**src/rtl/gcc_pkg.sv**
```systemverilog
// shared types and constants for the greedy clique cover block
`default_nettype none
package gcc_pkg;
  localparam int NumVertices = 4096;
  localparam int MaxDegree   = 256;
  localparam int VtxW   = $clog2(NumVertices);
  localparam int CliqW  = $clog2(NumVertices + 1);
  localparam int FillW  = $clog2(MaxDegree + 1);
  localparam int BufAw  = (MaxDegree > 1) ? $clog2(MaxDegree) : 1;
  localparam int QDepth = 2;

  localparam logic [1:0] ModeClear = 2'd0;
  localparam logic [1:0] ModeNbr   = 2'd1;
  localparam logic [1:0] ModeEnd   = 2'd2;

  typedef struct packed {
    logic [1:0]      mode;
    logic [VtxW-1:0] vertex;
    logic [VtxW-1:0] neighbor;
  } word_t;
endpackage
`default_nettype wire

```
**src/rtl/gcc_queue.sv**
```systemverilog
// two-entry queue between the front and back parts
`default_nettype none
module gcc_queue (
  input  wire logic          clk,
  input  wire logic          rst,
  input  wire logic          in_valid,
  output logic               in_ready,
  input  gcc_pkg::word_t     in_word,
  output logic               out_valid,
  input  wire logic          out_ready,
  output gcc_pkg::word_t     out_word
);
  import gcc_pkg::*;
  word_t mem [QDepth];
  logic [$clog2(QDepth)-1:0] wp, rp;
  logic [$clog2(QDepth+1)-1:0] cnt;
  logic push, pop;

  assign in_ready  = (cnt != QDepth[$clog2(QDepth+1)-1:0]);
  assign out_valid = (cnt != '0);
  assign out_word  = mem[rp];
  assign push = in_valid & in_ready;
  assign pop  = out_valid & out_ready;

  always_ff @(posedge clk) begin
    if (push) mem[wp] <= in_word;
    if (rst) begin
      wp <= '0; rp <= '0; cnt <= '0;
    end else begin
      if (push) wp <= wp + 1'b1;
      if (pop) rp <= rp + 1'b1;
      cnt <= cnt + {{($clog2(QDepth+1)-1){1'b0}}, push}
                 - {{($clog2(QDepth+1)-1){1'b0}}, pop};
    end
  end
endmodule
`default_nettype wire

```
**config.mk**
```make
export PLATFORM = sky130hd
export DESIGN_NAME = gcc_queue
export DESIGN_NICKNAME = d
export VERILOG_FILES = /design/src/rtl/gcc_pkg.sv /design/src/rtl/gcc_queue.sv
export SDC_FILE = /design/constraint.sdc
export NUM_CORES = 1
export LEC_CHECK = 0
export ABC_AREA = 1
export BUFFER_PORTS_ARGS = -buffer_cell sky130_fd_sc_hd__buf_2
export CORE_MARGIN = 3
export CORE_UTILIZATION = 35
export DETAILED_ROUTE_END_ITERATION = 10
export GPL_TIMING_DRIVEN = 0
export HOLD_SLACK_MARGIN = 0.08
export PLACE_DENSITY = 0.61
export SYNTH_ARGS = -nofsm -noshare
export SYNTH_HDL_FRONTEND = slang
export SYNTH_SLANG_ARGS = --single-unit
```
**constraint.sdc**
```tcl
create_clock -name clk -period 3.05 [get_ports clk]
set_input_delay 0.305 -clock clk [delete_from_list [all_inputs] [get_ports clk]]
set_output_delay 0.305 -clock clk [all_outputs]
set_load 0.005 [all_outputs]
```
==> results.json <==
{
  "reg2reg_setup_slack_ps": 1350,
  "finish.net_count": 218,
  "dr_total_vias": 1157,
  "critPathRequiredTime_ps": 3070,
  "critPathArrivalTime_ps": 1730,
  "initial_core_util_pct": 36.9,
  "rsz0062_at_grt": "false",
  "end_kind": "flop",
  "hold_buffers": 0,
  "ios": 58,
  "syn2layout_area_growth_pct": 26.6,
  "synth_top_area_share_pct": 70.2,
  "slew_violations": 0,
  "whs_ps": 172,
  "rr_endpoint": "mem[1][4]$_DFFE_PP_",
  "remaining_drc_errors": 0,
  "placed_cell_area_sq_um": 2670,
  "die_w_microns": 85.7,
  "routabilityCongestion": 0.678,
  "whs_path_depth": 1,
  "startpoint_type": "flop",
  "maxSlewHeadroom_pct": 53.8,
  "syn_avg_cell_area_sq_um": 19.0,
  "antenna_cells": 0,
  "grt_max_degree": 18,
  "grt_pass1_vias": 1240,
  "wl_per_cell_microns": 13.2,
  "htreeDepth": 3,
  "p_leak_nw": 1.13,
  "critPathKind": "flop to flop",
  "via_per_inst": 4.33,
  "dr.pass1.iters": 4,
  "ys_seq_area_share_pct": 74.6,
  "post_cts_buffers": 0,
  "grt_antenna_before_repair": 0,
  "port-buffer-count": 57,
  "p_switching_w": 0.000574,
  "drtIter0Drc": 31,
  "ys_types": 16,
  "combPwrFrac_pct": 28.8,
  "hold_class": "input pin to flop",
  "grt_usage_pct": 10.7,
  "grt_pass1_wl_mm": 5.60,
  "drv_cap": 0,
  "hold_end": "mem[0][8]$_DFFE_PP_",
  "cts_buffer_depth": 2,
  "clock-root-buffer": "clkbuf_8",
  "hpwl_mm": 2.60,
  "layout_common_cells": "57 x buf_2, 52 x edfxtp_1, 20 x mux2_4",
  "worstSkewPairLatency_ps": 320,
  "worstPathMaxFanout": 17,
  "post_cts_resized": 0,
  "grt.overflow.total": 0,
  "syn_area_sq_um": 2230,
  "worstHoldStart": "in_word[8]",
  "cts_tree": "yes",
  "cts.sinks": 57,
  "final_area_sq_um": 2820,
  "max_clock_freq_ghz": 0.587,
  "die_y_microns": 85.7,
  "reg2reg_depth": 5,
  "setup_viol": 0,
  "yosys.area.top_type": "edfxtp_1",
  "startpoint": "cnt[0]$_SDFF_PP0_",
  "yosysWarnings": 0,
  "synth_area_leaders": "edfxtp_1 70%, mux2_4 13%, dfxtp_1 4.5%",
  "cts_made_buffers": 9,
  "p_sw_share_pct": 26.0,
  "powerDensity_nw_per_um2": 782,
  "skew_ps": 6.57,
  "pwr-share-clk_pct": 24.3,
  "finalSetupTns_ps": 0,
  "reg2reg_from": "cnt[0]$_SDFF_PP0_",
  "core_area_sq_um": 6030,
  "ys_seq_elements": 57,
  "tightest_slew_ps": 692,
  "drive_gt1_share_pct": 54.7,
  "final_common_cell": "buf_2",
  "fin_util_pct": 46.8,
  "hold_viol": 0,
  "peakVddDrop_v": 0.000409,
  "min_period_ps": 1700,
  "wl_mm": 3.52,
  "num_rows": 28,
  "netlist_instances": 117,
  "power_frac_seq_pct": 46.9,
  "syn_nets": 148,
  "p_int_w": 0.00163,
  "period_share_pct": 55.9,
  "floorplan.die_area_sq_um": 7350,
  "clk_pin_slew_ps": 60,
  "place_ws_ps": 1320,
  "drtAntennaViolNets": 0,
  "setup_slack_ps": 1350,
  "status": "finished, final reports clean"
}
## registers in the layout, indices dropped and copies added (netlist names), named ones only
register  flops
mem          52
rp            1
cnt           2
wp            1
## cell usage after synthesis
master    number
buf_6          1
mux2_2         6
nor2_2         1
nand3_1        1
buf_12         2
nor2_1         8
nand2_2        1
ha_1           1
nor3_2         1
nand2_1        7
inv_1          8
a21oi_1        2
xnor2_1        1
edfxtp_1      52
dfxtp_1        5
mux2_4        20
## area by class of cell
type / count / area, sq um
well taps: 75 / 93.8
clock inverters: 5 / 22.5
repair buffers: 59 / 340
clock buffers: 11 / 131
plain buffers: 3 / 51.3
fillers: 545 / 3210
flip-flops and latches: 57 / 1660
multi-input cells: 49 / 488
inverters: 8 / 30.0
## per-layer routing
layer / track usage [%] / share of wire [%]
met3: 3.84 / 6.9
met1: 10.1 / 36
met2: 18.6 / 54
met4: 8.20 / 2.6
met5: 0 / 0
## power groups by stage
stage / clock network, W / logic [W] / registers (W)
2_1_floorplan: 0 / 0.000413 / 0.00104
3_5_place_dp: 0 / 0.000651 / 0.00105
6_report: 0.000536 / 0.000636 / 0.00103
4_1_cts: 0.000564 / 0.000654 / 0.00104
5_1_grt: 0.000613 / 0.000695 / 0.00105
3_3_place_gp: 0 / 0.000592 / 0.00105
## stage by stage
stage          total power [W]  cells
6_report               0.00221    267
5_1_grt                0.00235    267
4_1_cts                0.00225    267
3_5_place_dp           0.00170    251
3_3_place_gp           0.00164    249
2_1_floorplan          0.00146    117
## worst max-delay path: stages, from the launching register on
cell	delay [ps]
dfxtp_1	360
inv_1	50
nand2_1	100
nand2_2	110
nor2_2	550
buf_16	240
## cells by family (layout without fill, tap and decap cells)
kind of cell             Yosys count  count (layout)  share of synthesized area, %
adder cells (fa/ha/maj)            1               1                         0.562
XOR/XNOR                           1               1                         0.394
AO/OA/AOI/OAI                      2               2                         0.450
multiplexers                      26              26                          16.5
AND/OR/NAND/NOR                   19              19                          3.77
buffers and inverters             11              86                          3.65
flip-flops                        57              57                          74.6
## worst max path at each step
| stage | cells past startpoint | to |
|---|---|---|
| 3_5_place_dp | 5 | mem[1][13]$_DFFE_PP_ |
| 2_1_floorplan | 4 | mem[1][0]$_DFFE_PP_ |
| 6_report | 5 | mem[1][4]$_DFFE_PP_ |
| 5_1_grt | 5 | mem[0][4]$_DFFE_PP_ |
| 4_1_cts | 5 | mem[1][4]$_DFFE_PP_ |
| 3_3_place_gp | 4 | mem[1][13]$_DFFE_PP_ |
No activity file was read; power rests on OpenSTA's default activity.
